[src/rtl/swk_pkg.sv]
// Shared types, constants and tables for the swerve wheel kinematics block.
package swk_pkg;

   localparam int WHEELS        = 4;
   localparam int CORDIC_STEPS  = 16;
   localparam int STEP_W        = 4;
   localparam int DW            = 36;
   localparam int ZW            = 24;
   localparam int MAW           = 36;
   localparam int MBW           = 20;
   localparam int PW            = MAW + MBW;
   localparam int WPW           = 33;
   localparam int HALF_TURN_Z   = 1048576;
   localparam int INV_GAIN      = 39797;
   localparam int SCALE_SHIFT   = 13;
   localparam int GAIN_SHIFT    = 16;
   localparam int RATIO_SHIFT   = 34;
   localparam int SPEED_RAW_W   = PW - RATIO_SHIFT;
   localparam int SPEED_MAX     = 32767;

   typedef enum logic [2:0] {
      REG_OFFSET_X      = 3'd0,
      REG_OFFSET_Y      = 3'd1,
      REG_CENTRE_FL     = 3'd2,
      REG_CENTRE_RL     = 3'd3,
      REG_CENTRE_RR     = 3'd4,
      REG_CENTRE_FR     = 3'd5,
      REG_SPEED_RATIO   = 3'd6
   } reg_index_type;

   typedef enum logic [4:0] {
      ST_IDLE, ST_PREP_X, ST_PREP_Y, ST_CORD_GO, ST_CORD_WAIT,
      ST_SCALE_GO, ST_SCALE_WAIT, ST_ANG_WRAP, ST_ANG_DIFF, ST_ANG_FLIP,
      ST_ANG_STORE, ST_GAIN_GO, ST_GAIN_WAIT, ST_RATIO_GO, ST_RATIO_WAIT,
      ST_SPEED, ST_FINISH
   } state_type;

   typedef struct packed {
      logic signed [15:0] vel_x;
      logic signed [15:0] vel_y;
      logic signed [15:0] vel_w;
      logic [12:0]        meas_front_left;
      logic [12:0]        meas_rear_left;
      logic [12:0]        meas_rear_right;
      logic [12:0]        meas_front_right;
   } req_payload_type;

   typedef struct packed {
      logic [13:0]        angle_front_left;
      logic [13:0]        angle_rear_left;
      logic [13:0]        angle_rear_right;
      logic [13:0]        angle_front_right;
      logic signed [15:0] speed_front_left;
      logic signed [15:0] speed_rear_left;
      logic signed [15:0] speed_rear_right;
      logic signed [15:0] speed_front_right;
   } rsp_payload_type;

   // Handshake between the sequencer and a shared iterative unit.
   typedef struct packed {
      logic start;
   } unit_ctrl_type;

   typedef struct packed {
      logic done;
   } unit_stat_type;

   // Arctangent of 2^-i in units of 2^-21 turn, rounded.
   function automatic logic signed [ZW-1:0] atan_entry(input logic [STEP_W-1:0] i);
      logic signed [ZW-1:0] v;
      case (i)
         4'd0:    v = 24'sd262144;
         4'd1:    v = 24'sd154753;
         4'd2:    v = 24'sd81767;
         4'd3:    v = 24'sd41506;
         4'd4:    v = 24'sd20834;
         4'd5:    v = 24'sd10427;
         4'd6:    v = 24'sd5215;
         4'd7:    v = 24'sd2608;
         4'd8:    v = 24'sd1304;
         4'd9:    v = 24'sd652;
         4'd10:   v = 24'sd326;
         4'd11:   v = 24'sd163;
         4'd12:   v = 24'sd81;
         4'd13:   v = 24'sd41;
         4'd14:   v = 24'sd20;
         4'd15:   v = 24'sd10;
         default: v = '0;
      endcase
      return v;
   endfunction

endpackage

[src/rtl/swk_cordic.sv]
// Iterative vectoring CORDIC: one micro-rotation per clock cycle.
module swk_cordic (
   input  logic                           clock,
   input  logic                           reset,
   input  swk_pkg::unit_ctrl_type         ctrl,
   input  logic signed [swk_pkg::DW-1:0]  x_in,
   input  logic signed [swk_pkg::DW-1:0]  y_in,
   output swk_pkg::unit_stat_type         stat,
   output logic signed [swk_pkg::ZW-1:0]  z_out,
   output logic signed [swk_pkg::DW-1:0]  mag_out
);
   logic signed [swk_pkg::DW-1:0]  x_ff, y_ff, x_in_nx, y_in_nx;
   logic signed [swk_pkg::ZW-1:0]  z_ff, z_in;
   logic [swk_pkg::STEP_W-1:0]     step_ff, step_in;
   logic                           busy_ff, busy_in, done_ff, done_in, zero_ff, zero_in;
   logic signed [swk_pkg::DW-1:0]  dx, dy;

   always_comb begin
      x_in_nx = x_ff;
      y_in_nx = y_ff;
      z_in    = z_ff;
      step_in = step_ff;
      busy_in = busy_ff;
      done_in = 1'b0;
      zero_in = zero_ff;
      dx      = y_ff >>> step_ff;
      dy      = x_ff >>> step_ff;
      if (ctrl.start) begin
         zero_in = (x_in == '0) && (y_in == '0);
         step_in = '0;
         busy_in = 1'b1;
         // Vectors in the left half-plane are turned by half a turn first.
         if (x_in < 0) begin
            x_in_nx = -x_in;
            y_in_nx = -y_in;
            z_in    = (y_in >= 0) ? swk_pkg::ZW'(swk_pkg::HALF_TURN_Z)
                                  : -swk_pkg::ZW'(swk_pkg::HALF_TURN_Z);
         end else begin
            x_in_nx = x_in;
            y_in_nx = y_in;
            z_in    = '0;
         end
      end else if (busy_ff) begin
         if (y_ff >= 0) begin
            x_in_nx = x_ff + dx;
            y_in_nx = y_ff - dy;
            z_in    = z_ff + swk_pkg::atan_entry(step_ff);
         end else begin
            x_in_nx = x_ff - dx;
            y_in_nx = y_ff + dy;
            z_in    = z_ff - swk_pkg::atan_entry(step_ff);
         end
         step_in = step_ff + 1'b1;
         if (step_ff == swk_pkg::STEP_W'(swk_pkg::CORDIC_STEPS - 1)) begin
            busy_in = 1'b0;
            done_in = 1'b1;
         end
      end
   end

   always_ff @(posedge clock) begin
      if (reset) begin
         busy_ff <= 1'b0;
         done_ff <= 1'b0;
      end else begin
         busy_ff <= busy_in;
         done_ff <= done_in;
      end
      x_ff    <= x_in_nx;
      y_ff    <= y_in_nx;
      z_ff    <= z_in;
      step_ff <= step_in;
      zero_ff <= zero_in;
   end

   assign stat.done = done_ff;
   assign z_out     = zero_ff ? '0 : z_ff;
   assign mag_out   = zero_ff ? '0 : x_ff;
endmodule

[config.mk]
export PLATFORM = sky130hd
export DESIGN_NAME = swk_cordic
export DESIGN_NICKNAME = d
export VERILOG_FILES = /design/src/rtl/swk_pkg.sv /design/src/rtl/swk_cordic.sv
export SDC_FILE = /design/constraint.sdc
export NUM_CORES = 1
export LEC_CHECK = 0
export BUFFER_PORTS_ARGS = -buffer_cell sky130_fd_sc_hd__buf_2
export CAP_MARGIN = 30
export CORE_MARGIN = 4
export CORE_UTILIZATION = 40
export CTS_CLUSTER_DIAMETER = 50
export DETAILED_ROUTE_END_ITERATION = 16
export MAX_ROUTING_LAYER = met4
export SKIP_LAST_GASP = 1
export SLEW_MARGIN = 20
export SYNTH_ARGS = -nofsm -noshare
export SYNTH_HDL_FRONTEND = slang
export SYNTH_SLANG_ARGS = --single-unit
[constraint.sdc]
create_clock -name clock -period 6.7 [get_ports clock]
set_input_delay 1.34 -clock clock [delete_from_list [all_inputs] [get_ports clock]]
set_output_delay 1.34 -clock clock [all_outputs]
set_load 0.05 [all_outputs]
# Word level (Yosys, flattened, before mapping)
# Memories as Yosys holds them, arrays and structs flattened. A register that Yosys moved wholly into a read port is not among the register bits.
# Cells that the tools add are included.
# word_totals
reg_bits	103
mem_bits_ro	608
inputBits	75
output_inout_bits	61
wordCells	59
n_memories	2
# mem_list
name	depth	width	read_ports	rd_ports_with_merged_regs	wr	line	rtl
(name not given)	16	19	1	1	0	swk_pkg.sv:71	case (i)
(name not given)	16	19	1	1	0	swk_pkg.sv:71	
# op_classes
add_sub_neg	9
order_cmp	3
n_eq_ne	1
shifts	2
muxes	29
bitwise_logic	1
n_reduce_logical	5
# ops
operator	count
$mux 36	9
$mux 24	12
$add 36x36->36	2
$ge 36x1->1 const B	2
$logic_not 36->1	2
$neg 36->36	2
$sshr 36x4->36	2
$sub 36x36->36	2
$lt 36x1->1 const B	1
$add 24x24->24	1
$sub 24x24->24	1
$mux 4	4
$add 4x1->4 const B	1
$eq 4x4->1 const B	1
$mux 1	4
$reduce_or 3->1	1
$reduce_bool 2->1	1
$logic_and 1x1->1	1
$not 1->1	1

# Depth between registers and ports, before layout
# depth
word_depth	8
mapped_depth	28
ltp_nobuf	23

# Worst setup path after synthesis
# No wires, ideal clock.
# synth_path
path_kind	reg2reg
startpoint	register step_ff[0] in the netlist's numbering
endpoint	register y_ff[35] in the netlist's numbering, data pin
setup_ns	0.270
arrival_ns	5.900
required_ns	6.430
path_slack_ns	0.530
stages_incl_launch_ff	29
path_buffers	6
synth_period_minus_slack_ns	6.170
cell_sequence	dfxtp_1 > buf_2 > inv_2 > buf_1 > clkbuf_1 > buf_1 > clkbuf_1 > nor2_1 > a311oi_1 > o21bai_1 > ha_1 > nand2b_1 > a21oi_1 > nand4_1 > nor2_1 > inv_1 > o21ai_0 > xnor2_1 > ha_1 > clkbuf_1 > a21oi_1 > o21ai_0 > o211a_1 > a2111oi_0 > a21boi_0 > o21ai_0 > a211oi_1 > xor2_1 > mux2i_1
# synth_between
elab_chain_cells	5
elab_cells_between_ends	6
cone_classes	add/sub: 2; shift: 1; mux: 3
# synth_rtl
element	line	rtl
start, declared	swk_cordic.sv:14	logic [swk_pkg::STEP_W-1:0] step_ff, step_in;
start signal, assigned	swk_cordic.sv:72	step_ff <= step_in;
$sshr 36x4->36 *	swk_cordic.sv:27	dy = x_ff >>> step_ff;
$add 36x36->36 / $sub 36x36->36 (equally long branches)	swk_cordic.sv:50, swk_cordic.sv:46	
$mux 36 *	swk_cordic.sv:44	if (y_ff >= 0) begin
$mux 36 *	swk_cordic.sv:43	end else if (busy_ff) begin
$mux 36 *	swk_cordic.sv:28	if (ctrl.start) begin
named net y_in_nx (one bit)	swk_cordic.sv:12	logic signed [swk_pkg::DW-1:0] x_ff, y_ff, x_in_nx, y_in_nx;
end signal, assigned	swk_cordic.sv:70	y_ff <= y_in_nx;
end, declared	swk_cordic.sv:12	
# The timed path passes the listed nets; every way through them passes the cells marked *. The select of a mux whose other input is x is not followed.
# A chain may end at the register's enable or synchronous reset.

# Worst setup path in the final report
# layout_path
startpoint	register step_ff[1] in the netlist's numbering
endpoint	register x_ff[34] in the netlist's numbering, data pin
# layout_between
elab_chain_cells	5
elab_cells_between_ends	6
cone_classes	add/sub: 2; shift: 1; mux: 3
# layout_rtl
element	line	rtl
$sshr 36x4->36 *	swk_cordic.sv:26	dx = y_ff >>> step_ff;
$sub 36x36->36 / $add 36x36->36 (equally long branches)	swk_cordic.sv:49, swk_cordic.sv:45	
$mux 36 *	swk_cordic.sv:44	
$mux 36 *	swk_cordic.sv:43	
$mux 36 *	swk_cordic.sv:28	
named net x_in_nx (one bit)	swk_cordic.sv:12	
end signal, assigned	swk_cordic.sv:69	x_ff <= x_in_nx;
end, declared	swk_cordic.sv:12	
# Marks and branches as above.

==> run_results.csv <==
group,metric,value,unit
status,outcome,"finished, final reports clean",
die,row_count,76,
logic_synthesis,synth.distinct_cells,94,
setup_path,cp_slowest_cell,"mux4_2",
cells_and_area,layout_commonest_cell,"nand2_1",
sta,worst_clock_skew,0.02173,ns
setup_path,crit_fanout,69,
clock_tree,root_buffer,"clkbuf_16",
setup_path,r2r_cells,18,
clock_tree,tritoncts,"yes",
detailed_routing,vias,16780,
detailed_routing,totalWireLength,58.23,mm
cells_and_area,finalNetCount,2368,
setup_path,path_buf_inv,2,
clock_tree,clkLatencyLatePin,0.50,ns
sta,fin_crit,6.345,ns
place,dpl_cell_area,18770,um2
die,fp.coreArea,43270,um2
run,timing.max_cap.violations,0,
setup_path,cp_cell_sequence,"buf_16 > mux4_2 > a222oi_1 > nand4_1 > o31a_2 > or4b_4 > o21ai_0 > xor2_1 > ha_1 > nand3_1 > or2_2 > o2111ai_1 > nand2_1 > o311ai_0 > buf_4 > a31oi_1 > nor2_1 > a311oi_1",
sta,setup_viol,0,
clock_tree,cts_sinks,122,
logic_synthesis,syn_nets,2296,
logic_synthesis,async_flop_share,0,
cells_and_area,final_area,19400,um2
logic_synthesis,ys_ff_latch,122,
logic_synthesis,synthFlopType,"edfxtp_1",
place,dp_hpwl,44.80,mm
logic_synthesis,avgSynthCellArea,8.321,um2
die,die_h,217.7,um
detailed_routing,drt_pass1_iterations,6,
die,die_x,217.7,um
detailed_routing,drt_iter0_drc,1529,
detailed_routing,drc,0,
detailed_routing,ant_nets,0,
worst_hold_path,hold_depth,2,
clock_tree,h-tree-depth,4,
sta,max_freq,0.1576,GHz
global_route,grt.total_usage,0.2505,
setup_path,start_kind,"flop",
global_route,grt_pass1_vias,16100,
logic_synthesis,yosysSeqAreaShare,0.1941,
logic_synthesis,yosysWarnings,0,
sta,slew_violations,0,
logic_synthesis,synth-edff-count,97,
setup_path,path_delay_family,"compound AO/OA/AOI/OAI gates",
global_route,antenna_found_initial,3,
setup_path,required,6.90,ns
die,die_area,47370,um2
setup_path,critPathKind,"reg -> reg",
place,portBuffers,135,
place,gp_congestion,0.9348,
setup_path,endpoint_kind,"flop",
die,initial_core_util,0.4064,
setup_path,crit_cells,18,
worst_hold_path,hold_path.class,"reg -> reg",
clock_tree,cts_buffers,17,
global_route,grt_max_degree,71,
clock_tree,clock_path_buffers,2,
detailed_routing,routedWlPerCell,20.90,um
sta,hold_violations,0,
setup_path,crit_arrival,6.55,ns
cells_and_area,most-common-layout-cells,"230 x nand2_1, 161 x o21ai_0, 155 x nor2_1, 140 x a21oi_1, 134 x buf_2",
global_route,grt_pass1_wl,91.28,mm
setup_path,critical-path-max-stage-delay,0.64,ns
cells_and_area,drive_above_1_share,0.1601,
clock_tree,cts_hold_buf,0,
sta,setup-tns-final,0,ns
logic_synthesis,synthCells,2113,
sta,fin_crit_sh,0.9471,
clock_tree,clk_pin_slew,0.08,ns
global_route,grt_overflow,0,
sta,rsz0062_at_grt,"true",
sta,worst_pin_slew,0.8841,ns
detailed_routing,routed_via_density,6.024,
die,ios,136,
logic_synthesis,synth_area,17580,um2
cells_and_area,area_growth,10.37,%
sta,slew_headroom,0.4052,
==> synthesized netlist by cell type, types with 6 or more instances <==
cell,count,area (um2)
nand4_1,15,93.84
nand3_1,48,240.2
mux4_2,64,1441
o31ai_1,41,307.8
nor4_1,15,93.84
or2_2,18,112.6
o21ai_0,162,810.8
xnor2_1,128,1121
buf_4,6,45.04
a22oi_1,7,52.55
o21a_1,13,97.59
a211oi_1,16,120.1
or3_1,21,131.4
xor2_1,90,788.3
buf_2,19,95.09
mux2i_1,72,720.7
inv_1,47,176.4
a21boi_0,7,52.55
o22ai_1,6,37.54
edfxtp_1,97,2913
nand2b_1,23,143.9
and2_1,22,137.6
o21bai_1,19,142.6
nor2b_1,80,500.5
a31oi_1,21,131.4
dfxtp_1,25,500.5
a21oi_1,140,700.7
clkbuf_1,64,240.2
nand2_1,230,863.3
buf_1,23,86.33
nor3_1,36,180.2
and3_1,14,87.58
o41ai_1,19,166.4
o211ai_1,15,112.6
a21o_1,35,262.8
or4_1,18,135.1
mux2_2,42,473.0
ha_1,105,1314
nor2_1,155,581.8
a222oi_1,6,60.06
==> cell type report <==
type,instances,area [um2]
fillers,4312,23860
multi-input cells,1825,13450
flip-flops and latches,122,3426
repair buffers,170,998.5
well taps,585,732.0
clock buffers,22,508.0
inverters,49,183.9
clock inverters,10,102.6
diodes,3,7.507
==> per-layer routing <==
| metal | share of wire | routed length (um) | GRT usage |
|---|---|---|---|
| met3 | 0.072 | 4193 | 0.04877 |
| met4 | 0.024 | 1402 | 0.07696 |
| met2 | 0.44 | 25570 | 0.3705 |
| met1 | 0.46 | 27070 | 0.3478 |
| met5 | 0 | 0 | - |
==> worst paths after layout <==
path	from	slack (ns)	end
setup / recovery	step_ff[1]	0.35	x_ff[34]
hold reg to reg	busy_ff	0.62	busy_ff
setup reg to reg	step_ff[1]	0.35	x_ff[34]
hold / removal	busy_ff	0.62	busy_ff
==> per-stage QoR <==
| stage | cells | hold slack (ns) | util | worst slack [ns] |
|---|---|---|---|---|
| after floorplan | 2113 | 0.5323 | - | 0.5299 |
| after global placement | 2750 | 0.5883 | 0.4339 | 0.4825 |
| after detailed placement | 2750 | 0.6016 | 0.4339 | 0.4996 |
| after CTS | 2782 | 0.6116 | 0.4480 | 0.4449 |
| after global routing | 2786 | 0.6764 | 0.4485 | 0.004198 |
| final | 2786 | 0.6195 | 0.4485 | 0.3546 |
==> tightest hold or removal path: cells and delay by family, from the launching register on <==
family          cells  cell delay [ns]
compound gates      1             0.15
flops               1             0.38
simple gates        1             0.05
==> timing repair <==
action                                  in CTS  in global routing
resized for setup                            0                  2
setup buffers                                0                  1
endpoints found under the setup margin       0                  3
==> cells by family (layout without fill, tap and decap cells) <==
kind of cell,Yosys count,after routing,synth area share
simple gates,729,729,0.2063
compound gates,587,587,0.2160
xor+xnor,218,218,0.1086
mux,183,183,0.1556
buf+inv,166,251,0.04120
flops,122,122,0.1941
fa+ha+maj,108,108,0.07814
other cells,0,3,0
Power is not shown: default switching activity piles up to over one toggle a cycle in this logic, so the estimate is an artifact.
