**src/rtl/swk_pkg.sv**
```systemverilog
// Shared types, constants and tables for the swerve wheel kinematics block.
package swk_pkg;

   localparam int WHEELS        = 4;
   localparam int CORDIC_STEPS  = 16;
   localparam int STEP_W        = 4;
   localparam int DW            = 36;
   localparam int ZW            = 24;
   localparam int MAW           = 36;
   localparam int MBW           = 20;
   localparam int PW            = MAW + MBW;
   localparam int WPW           = 33;
   localparam int HALF_TURN_Z   = 1048576;
   localparam int INV_GAIN      = 39797;
   localparam int SCALE_SHIFT   = 13;
   localparam int GAIN_SHIFT    = 16;
   localparam int RATIO_SHIFT   = 34;
   localparam int SPEED_RAW_W   = PW - RATIO_SHIFT;
   localparam int SPEED_MAX     = 32767;

   typedef enum logic [2:0] {
      REG_OFFSET_X      = 3'd0,
      REG_OFFSET_Y      = 3'd1,
      REG_CENTRE_FL     = 3'd2,
      REG_CENTRE_RL     = 3'd3,
      REG_CENTRE_RR     = 3'd4,
      REG_CENTRE_FR     = 3'd5,
      REG_SPEED_RATIO   = 3'd6
   } reg_index_type;

   typedef enum logic [4:0] {
      ST_IDLE, ST_PREP_X, ST_PREP_Y, ST_CORD_GO, ST_CORD_WAIT,
      ST_SCALE_GO, ST_SCALE_WAIT, ST_ANG_WRAP, ST_ANG_DIFF, ST_ANG_FLIP,
      ST_ANG_STORE, ST_GAIN_GO, ST_GAIN_WAIT, ST_RATIO_GO, ST_RATIO_WAIT,
      ST_SPEED, ST_FINISH
   } state_type;

   typedef struct packed {
      logic signed [15:0] vel_x;
      logic signed [15:0] vel_y;
      logic signed [15:0] vel_w;
      logic [12:0]        meas_front_left;
      logic [12:0]        meas_rear_left;
      logic [12:0]        meas_rear_right;
      logic [12:0]        meas_front_right;
   } req_payload_type;

   typedef struct packed {
      logic [13:0]        angle_front_left;
      logic [13:0]        angle_rear_left;
      logic [13:0]        angle_rear_right;
      logic [13:0]        angle_front_right;
      logic signed [15:0] speed_front_left;
      logic signed [15:0] speed_rear_left;
      logic signed [15:0] speed_rear_right;
      logic signed [15:0] speed_front_right;
   } rsp_payload_type;

   // Handshake between the sequencer and a shared iterative unit.
   typedef struct packed {
      logic start;
   } unit_ctrl_type;

   typedef struct packed {
      logic done;
   } unit_stat_type;

   // Arctangent of 2^-i in units of 2^-21 turn, rounded.
   function automatic logic signed [ZW-1:0] atan_entry(input logic [STEP_W-1:0] i);
      logic signed [ZW-1:0] v;
      case (i)
         4'd0:    v = 24'sd262144;
         4'd1:    v = 24'sd154753;
         4'd2:    v = 24'sd81767;
         4'd3:    v = 24'sd41506;
         4'd4:    v = 24'sd20834;
         4'd5:    v = 24'sd10427;
         4'd6:    v = 24'sd5215;
         4'd7:    v = 24'sd2608;
         4'd8:    v = 24'sd1304;
         4'd9:    v = 24'sd652;
         4'd10:   v = 24'sd326;
         4'd11:   v = 24'sd163;
         4'd12:   v = 24'sd81;
         4'd13:   v = 24'sd41;
         4'd14:   v = 24'sd20;
         4'd15:   v = 24'sd10;
         default: v = '0;
      endcase
      return v;
   endfunction

endpackage

```
**src/rtl/swk_mul.sv**
```systemverilog
// Serial shift-add multiplier: signed multiplicand, unsigned multiplier, one bit per cycle.
module swk_mul (
   input  logic                           clock,
   input  logic                           reset,
   input  swk_pkg::unit_ctrl_type         ctrl,
   input  logic signed [swk_pkg::MAW-1:0] a_in,
   input  logic [swk_pkg::MBW-1:0]        b_in,
   output swk_pkg::unit_stat_type         stat,
   output logic signed [swk_pkg::PW-1:0]  product
);
   localparam int CW = $clog2(swk_pkg::MBW);

   logic signed [swk_pkg::PW-1:0] acc_ff, acc_in, a_ff, a_in_nx;
   logic [swk_pkg::MBW-1:0]       b_ff, b_in_nx;
   logic [CW-1:0]                 cnt_ff, cnt_in;
   logic                          busy_ff, busy_in, done_ff, done_in;

   always_comb begin
      acc_in  = acc_ff;
      a_in_nx = a_ff;
      b_in_nx = b_ff;
      cnt_in  = cnt_ff;
      busy_in = busy_ff;
      done_in = 1'b0;
      if (ctrl.start) begin
         acc_in  = '0;
         a_in_nx = swk_pkg::PW'(a_in);
         b_in_nx = b_in;
         cnt_in  = '0;
         busy_in = 1'b1;
      end else if (busy_ff) begin
         if (b_ff[0]) begin
            acc_in = acc_ff + a_ff;
         end
         a_in_nx = a_ff <<< 1;
         b_in_nx = b_ff >> 1;
         cnt_in  = cnt_ff + 1'b1;
         if (cnt_ff == CW'(swk_pkg::MBW - 1)) begin
            busy_in = 1'b0;
            done_in = 1'b1;
         end
      end
   end

   always_ff @(posedge clock) begin
      if (reset) begin
         busy_ff <= 1'b0;
         done_ff <= 1'b0;
      end else begin
         busy_ff <= busy_in;
         done_ff <= done_in;
      end
      acc_ff <= acc_in;
      a_ff   <= a_in_nx;
      b_ff   <= b_in_nx;
      cnt_ff <= cnt_in;
   end

   assign stat.done = done_ff;
   assign product   = acc_ff;
endmodule

```
**config.mk**
```make
export PLATFORM = sky130hd
export DESIGN_NAME = swk_mul
export DESIGN_NICKNAME = d
export VERILOG_FILES = /design/src/rtl/swk_pkg.sv /design/src/rtl/swk_mul.sv
export SDC_FILE = /design/constraint.sdc
export NUM_CORES = 1
export LEC_CHECK = 0
export BUFFER_PORTS_ARGS = -buffer_cell sky130_fd_sc_hd__buf_4
export CAP_MARGIN = 10
export CORE_MARGIN = 2
export CORE_UTILIZATION = 35
export CTS_CLUSTER_SIZE = 20
export DETAILED_ROUTE_END_ITERATION = 6
export HOLD_SLACK_MARGIN = 0.03
export SLEW_MARGIN = 20
export SYNTH_ARGS = -nofsm -noshare
export SYNTH_HDL_FRONTEND = slang
export SYNTH_SLANG_ARGS = --single-unit
```
**constraint.sdc**
```tcl
create_clock -name clock -period 4.2 [get_ports clock]
set_input_delay 0.21 -clock clock [delete_from_list [all_inputs] [get_ports clock]]
set_output_delay 0.21 -clock clock [all_outputs]
set_load 0.05 [all_outputs]
```
Yosys cells after proc, flatten, opt, wreduce, memory -nomap -nowiden --
Cells that the tools add are included.
Operators by class: reduce and logical (&&, ||, !) cells 3, add/subtract/negate cells 2, muxes and demuxes 8, bitwise logic cells 1, eq/ne operators 1
Operators with widths (number):
- 56-bit two-way mux | 2
- 56-bit adder | 1
- 20-bit two-way mux | 2
- 5-bit by 1-bit adder with 5-bit output (second input constant) | 1
- 5-bit == test (second input constant) | 1
- 1-bit two-way mux | 4
- 3-bit OR reduction | 1
- 2-bit AND reduction | 1
- 2-bit nonzero test | 1
- 1-bit NOT | 1
Storage, ports and cells: output and inout port bits 57, input bits 59, register bits after elaboration 139, logic and storage cells 21

Depth between registers and ports, before layout --
Gate-level depths: netlist of the first run.
depth after elaboration 4, depth in mapped cells 11, depth with buffers taken out 11

Worst setup path after synthesis of the first run --
Ideal clock, no wire load.
kind register to register, start point register acc_ff, in the netlist product[32], end point register acc_ff, in the netlist product[55], cell stages (with the launch flop) 12, required time 4.079 ns, period minus slack after synthesis 3.222 ns, setup time 0.121 ns, path buffers 1, arrival 3.101 ns, setup slack 0.978 ns, cell sequence dfxtp_1 > ha_1 > clkdlybuf4s15_1 > a21o_1 > a21oi_1 > nor2b_1 > a2111oi_0 > o22a_1 > o211ai_2 > a211o_1 > o211ai_1 > mux2_2
On the way: cells in the longest elaborated chain, start to end 1
Ends and longest elaborated chain:
- start, declared | line swk_mul.sv:13 | logic signed [swk_pkg::PW-1:0] acc_ff, acc_in, a_ff, a_in_nx;
- start signal, assigned | line swk_mul.sv:53 | acc_ff <= acc_in;
- 56-bit adder | line swk_mul.sv:33 | acc_in = acc_ff + a_ff;
No other way between the ends. A chain may end at the register's enable or synchronous reset.

Worst setup path after layout of the first run --
start point register a_ff[3] (netlist bit), end point register acc_ff, in the netlist product[45]
On the way: cells in the longest elaborated chain, start to end 1
Ends and longest elaborated chain:
- start, declared | line swk_mul.sv:13
- start signal, assigned | line swk_mul.sv:54 | a_ff <= a_in_nx;
- 56-bit adder | line swk_mul.sv:33
No other way between the ends.

==> flow_metrics.py, run 1 <==
metrics = {
    "synthesis": {
        "async_flop_share_pct": 0,
        "yosys.area_share.simple_pct": 12.1,
        "ys_seq_elements": 139,
        "synth_compound_area_share_pct": 20.5,
        "synthCells": 889,
        "yosysUniqueCellTypes": 75,
        "syn_area_um2": 8630,
        "ys_warn_count": 0,
        "synth.avg_cell_area_um2": 9.70,
        "synth_nets": 1005,
        "yosysSeqAreaShare_pct": 41.1,
        "ys.flop_type": "edfxtp_1",
        "synth_xor_xnor_area_share_pct": 4.77,
        "synthMuxAreaShare_pct": 7.63,
        "synth_fa_ha_area_share_pct": 8.36,
        "synth_edf_count": 76,
        "synth_top_family_by_area": "compound AO/OA/AOI/OAI gates",
    },
    "run_status": {
        "status": "finished clean",
    },
    "grt": {
        "grt_pass1_vias": 6791,
        "grt_usage_pct": 16.7,
        "grt_max_degree": 77,
        "antenna_found_initial": 0,
        "grt_first_pass_wirelength_mm": 35.3,
        "overflow": 0,
    },
    "setup_path": {
        "slowest_delay_ns": 0.61,
        "crit_chain": "ha_1 -> nand2_1 -> o31ai_2 -> nand3_1 -> o41ai_2 -> a41oi_1 -> o21ai_2 -> a221oi_1 -> xnor2_1 -> a22o_1",
        "worstSetupEndpointType": "register",
        "worst_setup_path_start_kind": "register",
        "critPathArrivalTime_ns": 3.77,
        "rrSetupSlack_ns": 0.75,
        "crit_type": "register to register",
        "slowest_stage": "o41ai_2",
        "required_ns": 4.52,
        "crit_fanout": 5,
        "rr_startpoint": "a_ff[3]",
        "reg2regPathDepth": 10,
        "reg2reg_to": "product[45]",
    },
    "timing": {
        "slew_headroom_pct": 33.3,
        "fin_worst_skew_ns": 0.00960,
        "post-route-period-util_pct": 82.2,
        "hold_violations": 0,
        "fmax_ghz": 0.290,
        "rsz0062_at_grt": "no",
        "finalSetupTns_ns": 0,
        "maxSlewViolCount": 0,
        "min_period_ns": 3.45,
        "holdWs_ns": 0.0678,
        "setup_viol": 0,
        "worstMarginPinSlew_ns": 0.999,
    },
    "die": {
        "fp.dieArea_um2": 25900,
        "initial_core_util_pct": 35.6,
        "rows": 57,
        "core_area_um2": 24200,
        "io_pins": 116,
        "die_w_um": 161,
        "die_h_um": 161,
    },
    "place": {
        "portBuffers": 115,
        "gp_congestion": 0.852,
        "dp_hpwl_mm": 15.2,
    },
    "route": {
        "wl_per_cell_um": 16.2,
        "vias": 6838,
        "ant_nets": 0,
        "drt_iter0_drc": 436,
        "drt_pass1_iterations": 5,
        "drt_wl_total_mm": 21.4,
        "routed_via_density": 5.17,
        "drc": 0,
    },
    "final_layout": {
        "diodes": 0,
        "multiInputGateArea_um2": 4610,
        "ff_latch_area_um2": 3540,
        "finalNetCount": 1102,
        "fillers": 2409,
        "drive_above_1_share_pct": 23.0,
        "syn_to_final_growth_pct": 19.5,
    },
    "min_path": {
        "hold_path_depth": 2,
        "hold_class": "input port to register",
        "hold_start": "a_in[0]",
        "hold-path-endpoint": "a_ff[0]",
    },
    "power": {
        "p_leak_nw": 4.40,
        "powerDensity_nw_per_um2": 431,
        "ir_worst_vdd_v": 0.000232,
    },
    "clock_tree": {
        "cts_tree": "built",
        "cts_resized": 0,
        "cts.sinks": 139,
        "cts_buffer_depth": 2,
        "htreeDepth": 4,
        "cts.clk_slew.worst_paths_ns": 0.06,
        "cts-buffers-inserted": 17,
        "clk_latency_ns": 0.43,
        "root_buffer": "clkbuf_16",
    },
    "run": {
        "maxCapViolations": 0,
    },
}
[power breakdown]
group | internal (mW) | switching [mW]
clock | 1.05 | 0.629
combinational | 0.420 | 0.668
sequential | 1.58 | 0.0883
[cell usage in the layout (no fill, tap or decap), types with 13 or more instances in the layout]
cell	instances
nor2_1	45
clkbuf_16	17
buf_4	123
dfxtp_1	63
ha_1	56
nand3_1	13
a21o_1	26
a21oi_1	102
o21ai_0	63
nand4_1	19
nand2_1	105
xor2_1	22
edfxtp_1	76
a22o_1	16
xnor2_1	25
mux2_2	54
inv_1	38
[cells in the mapped netlist, types with 4 or more instances]
| cell | instances | share of area (%) |
|---|---|---|
| o21ai_0 | 63 | 3.7 |
| mux2_2 | 54 | 7.0 |
| and3_1 | 7 | 0.51 |
| nand4_1 | 19 | 1.4 |
| nand3_1 | 13 | 0.75 |
| a22o_1 | 16 | 1.6 |
| nand2_1 | 105 | 4.6 |
| a31oi_1 | 7 | 0.51 |
| dfxtp_1 | 63 | 15 |
| inv_1 | 38 | 1.7 |
| nor3_1 | 7 | 0.41 |
| nor2b_1 | 7 | 0.51 |
| clkbuf_8 | 9 | 1.4 |
| and2_1 | 6 | 0.44 |
| xor2_1 | 22 | 2.2 |
| o21bai_1 | 10 | 0.87 |
| ha_1 | 56 | 8.1 |
| o21a_1 | 4 | 0.35 |
| mux2i_1 | 5 | 0.58 |
| clkbuf_1 | 24 | 1.0 |
| a211oi_1 | 10 | 0.87 |
| edfxtp_1 | 76 | 26 |
| a21oi_1 | 102 | 5.9 |
| xnor2_1 | 25 | 2.5 |
| nor2_1 | 46 | 2.0 |
| a21o_1 | 26 | 2.3 |
[routing by layer]
metal | global-route usage, % | share of wire (%)
met5 | 0 | 0
met4 | 3.33 | 0.76
met3 | 4.39 | 5.1
met2 | 26.3 | 45
met1 | 23.4 | 49
[timing repair]
item                                   in CTS  in global routing
hold buffers                                1                  0
buffers inserted                            0                  0
endpoints found under the hold margin       2                  0
[cell families (layout without fill, tap and decap cells)]
| family | after synthesis | after routing |
|---|---|---|
| multiplexers | 59 | 59 |
| adder cells (fa/ha/maj) | 57 | 57 |
| AO/OA/AOI/OAI | 274 | 274 |
| flip-flops | 139 | 139 |
| XOR/XNOR | 47 | 47 |
| AND/OR/NAND/NOR | 228 | 228 |
| buffers and inverters | 85 | 195 |
[final cells by class]
type / count / area share (%)
clock buffers: 17 / 4.13
inverters: 38 / 1.38
repair buffers: 125 / 9.32
clock inverters: 15 / 2.15
well taps: 324 / 3.93
multi-input cells: 665 / 44.7
flip-flops and latches: 139 / 34.4
[worst max-delay path by stage]
stage	endpoint	slack, ns	start	depth (start not counted)
6_report	product[45]	0.75	a_ff[3]	10
5_1_grt	product[45]	0.52	a_ff[3]	10
4_1_cts	product[45]	0.78	a_ff[3]	10
3_5_place_dp	product[45]	0.83	a_ff[3]	10
3_3_place_gp	product[45]	0.88	a_ff[3]	10
2_1_floorplan	product[55]	0.98	product[32]	11
[sequential cells by signal, indices dropped and copies added (netlist names)]
signal,count
stat,1
product,56
cnt_ff,5
busy_ff,1
b_ff,20
a_ff,56
[critical path: cells and delay by family (launching register included)]
family / cells / cell delay (ns)
AO/OA/AOI/OAI: 6 / 2.13
flip-flops: 1 / 0.39
adder cells (fa/ha/maj): 1 / 0.34
AND/OR/NAND/NOR: 2 / 0.30
XOR/XNOR: 1 / 0.17
[stage by stage]
stage	std cells	cell area, um^2	total power [mW]	setup slack (ns)	util, %
CTS	1322	10300	4.48	0.778	42.4
detailed placement	1289	9630	2.78	0.833	39.7
global route	1323	10300	4.66	0.519	42.5
finish	1323	10300	4.44	0.749	42.5
floorplan	889	8630	2.51	0.978	-
global placement	1289	9630	2.77	0.880	39.7
Note: power is estimated with default switching activity, not from simulation.
==> run 2, diff against run 1 <==
- clock period: 4.2 -> 3.6 ns (I/O delays scaled with it)
==> run 2 against run 1 <==
Effect of this change:
- via count rose by 0.78%
- count of clock-buffer cells in the layout rose by 2
- worst hold slack got worse by 0.023 ns
- combinational power rose by 17%
- final cell count rose by 0.23%
- worst setup slack got worse by 0.54 ns
- total power rose by 14%
- global-route usage fell by 0.14 points
- critical path depth rose by 1
- final area fell by 0.12%
- wire length fell by 0.58%
- flip-flop and latch count did not move
- critical endpoint is now product[54]
- largest cell class unchanged
==> flow_metrics.py, run 2 (same netlist as run 1, synthesis figures left out) <==
metrics = {
    "timing": {
        "slew_headroom_pct": 33.1,
        "fmax_ghz": 0.295,
        "hold_violations": 0,
        "rsz0062_at_grt": "no",
        "post-route-period-util_pct": 94.2,
        "setup_viol": 0,
        "min_period_ns": 3.39,
        "maxSlewViolCount": 0,
        "fin_worst_skew_ns": 0.0117,
        "finalSetupTns_ns": 0,
        "worstMarginPinSlew_ns": 1.00,
    },
    "route": {
        "ant_nets": 0,
        "drt_pass1_iterations": 4,
        "wl_per_cell_um": 16.1,
        "drt_wl_total_mm": 21.3,
        "drc": 0,
        "drt_iter0_drc": 401,
        "routed_via_density": 5.20,
        "vias": 6891,
    },
    "run_status": {
        "status": "finished clean",
    },
    "power": {
        "p_leak_nw": 4.42,
        "p_int_mw": 3.45,
        "ir_worst_vdd_v": 0.000280,
        "p_sw_share_pct": 31.9,
        "powerDensity_nw_per_um2": 492,
        "p_comb_share_pct": 25.3,
        "clockPowerShare_pct": 36.4,
        "p_switching_mw": 1.62,
        "sequentialPowerShare_pct": 38.4,
    },
    "die": {
        "die_w_um": 161,
        "rows": 57,
        "core_area_um2": 24200,
        "die_h_um": 161,
        "initial_core_util_pct": 35.6,
        "fp.dieArea_um2": 25900,
        "io_pins": 116,
    },
    "clock_tree": {
        "cts-buffers-inserted": 17,
        "cts_buffer_depth": 2,
        "cts.clk_slew.worst_paths_ns": 0.06,
        "htreeDepth": 4,
        "root_buffer": "clkbuf_16",
        "cts_tree": "built",
        "cts.sinks": 139,
        "cts_setup_buffers": 0,
        "clk_latency_ns": 0.42,
    },
    "final_layout": {
        "diodes": 0,
        "finalNetCount": 1105,
        "drive_above_1_share_pct": 23.4,
        "syn_to_final_growth_pct": 19.4,
        "final_common_cell": "buf_4",
        "fillers": 2432,
        "final_cell_mix": "buf_4 (126), nand2_1 (105), a21oi_1 (102)",
        "final_util_pct": 42.5,
        "finalNonFillerCells": 1326,
    },
    "setup_path": {
        "slowest_stage": "a2111oi_4",
        "crit_fanout": 5,
        "required_ns": 3.94,
        "crit_type": "register to register",
        "critPathArrivalTime_ns": 3.73,
        "worstSetupEndpointType": "register",
        "slowest_delay_ns": 0.52,
        "crit_chain": "ha_1 -> fa_1 -> a21oi_1 -> o211ai_1 -> nand3_1 -> a2111oi_4 -> o311ai_4 -> o41ai_4 -> a311oi_1 -> xor2_1 -> a211oi_2",
        "worst_setup_path_start_kind": "register",
        "reg2regPathDepth": 11,
    },
    "run": {
        "maxCapViolations": 0,
    },
    "grt": {
        "grt_first_pass_wirelength_mm": 34.7,
        "grt_usage_pct": 16.6,
        "antenna_found_initial": 0,
        "grt_pass1_vias": 6713,
        "grt_max_degree": 58,
        "overflow": 0,
    },
    "place": {
        "gp_congestion": 0.860,
        "dp.cells": 1293,
        "dp_hpwl_mm": 15.6,
        "portBuffers": 115,
    },
    "min_path": {
        "hold_path_depth": 2,
        "hold_class": "input port to register",
    },
}
[run 2: changes by cell type in the layout (fill, tap and decap cells not counted), sizes merged]
cell      delta
buf          +3
bufinv       -2
clkbuf       +2
clkinvlp     -1
inv          +1
[run 2: path summary, 6_finish.rpt]
check        slack (ns)         from     endpoint
max                0.21   product[0]  product[54]
min                0.04      a_in[0]      a_ff[0]
max reg2reg        0.21   product[0]  product[54]
min reg2reg        0.48  product[10]  product[10]
[run 2: worst max-delay path: cells and delay by family, from the launching register on]
kind,cells,cell delay [ns]
DFF,1,0.37
xor gates and xnor gates,1,0.19
AOI/OAI and AO/OA,7,2.04
adders and majority gates,2,0.47
and+or+nand+nor,1,0.25
[run 2: routing by layer]
| layer | up-vias | global-route usage (%) | share of wire, % |
|---|---|---|---|
| li1 | 3460 | - | - |
| met2 | 132 | 26.3 | 46 |
| met3 | 13 | 4.24 | 4.7 |
| met5 | - | 0 | 0 |
| met1 | 3286 | 23.1 | 49 |
| met4 | 0 | 3.21 | 0.90 |
[run 2: power by group through the flow]
stage                     registers, mW  logic (mW)  clock network (mW)
after floorplan                    2.11       0.817                   0
after global placement             1.98        1.26                   0
after detailed placement           1.98        1.27                   0
after CTS                          1.95        1.28                1.88
after global routing               1.97        1.41                1.95
final                              1.94        1.28                1.84
[run 2: final cells by class]
cell class	count	area (um^2)	share of cell area [%]
multi-input cells	665	4620	44.9
flip-flops and latches	139	3540	34.4
repair buffers	128	976	9.48
clock buffers	19	443	4.30
well taps	324	405	3.94
clock inverters	13	165	1.60
inverters	38	143	1.39
[run 2: stage by stage]
step	hold slack [ns]	instance area (um^2)	power, mW	worst slack [ns]
5_1_grt	0.0375	10300	5.32	0.0252
4_1_cts	0.0304	10300	5.11	0.248
2_1_floorplan	0.252	8630	2.93	0.378
3_3_place_gp	0.356	9670	3.24	0.380
6_report	0.0449	10300	5.07	0.210
3_5_place_dp	0.357	9670	3.25	0.304
[run 2: what timing repair did]
action	CTS	global route
resized for setup	0	1
endpoints found under the hold margin	2	0
setup endpoints to repair	0	1
hold buffers	1	0
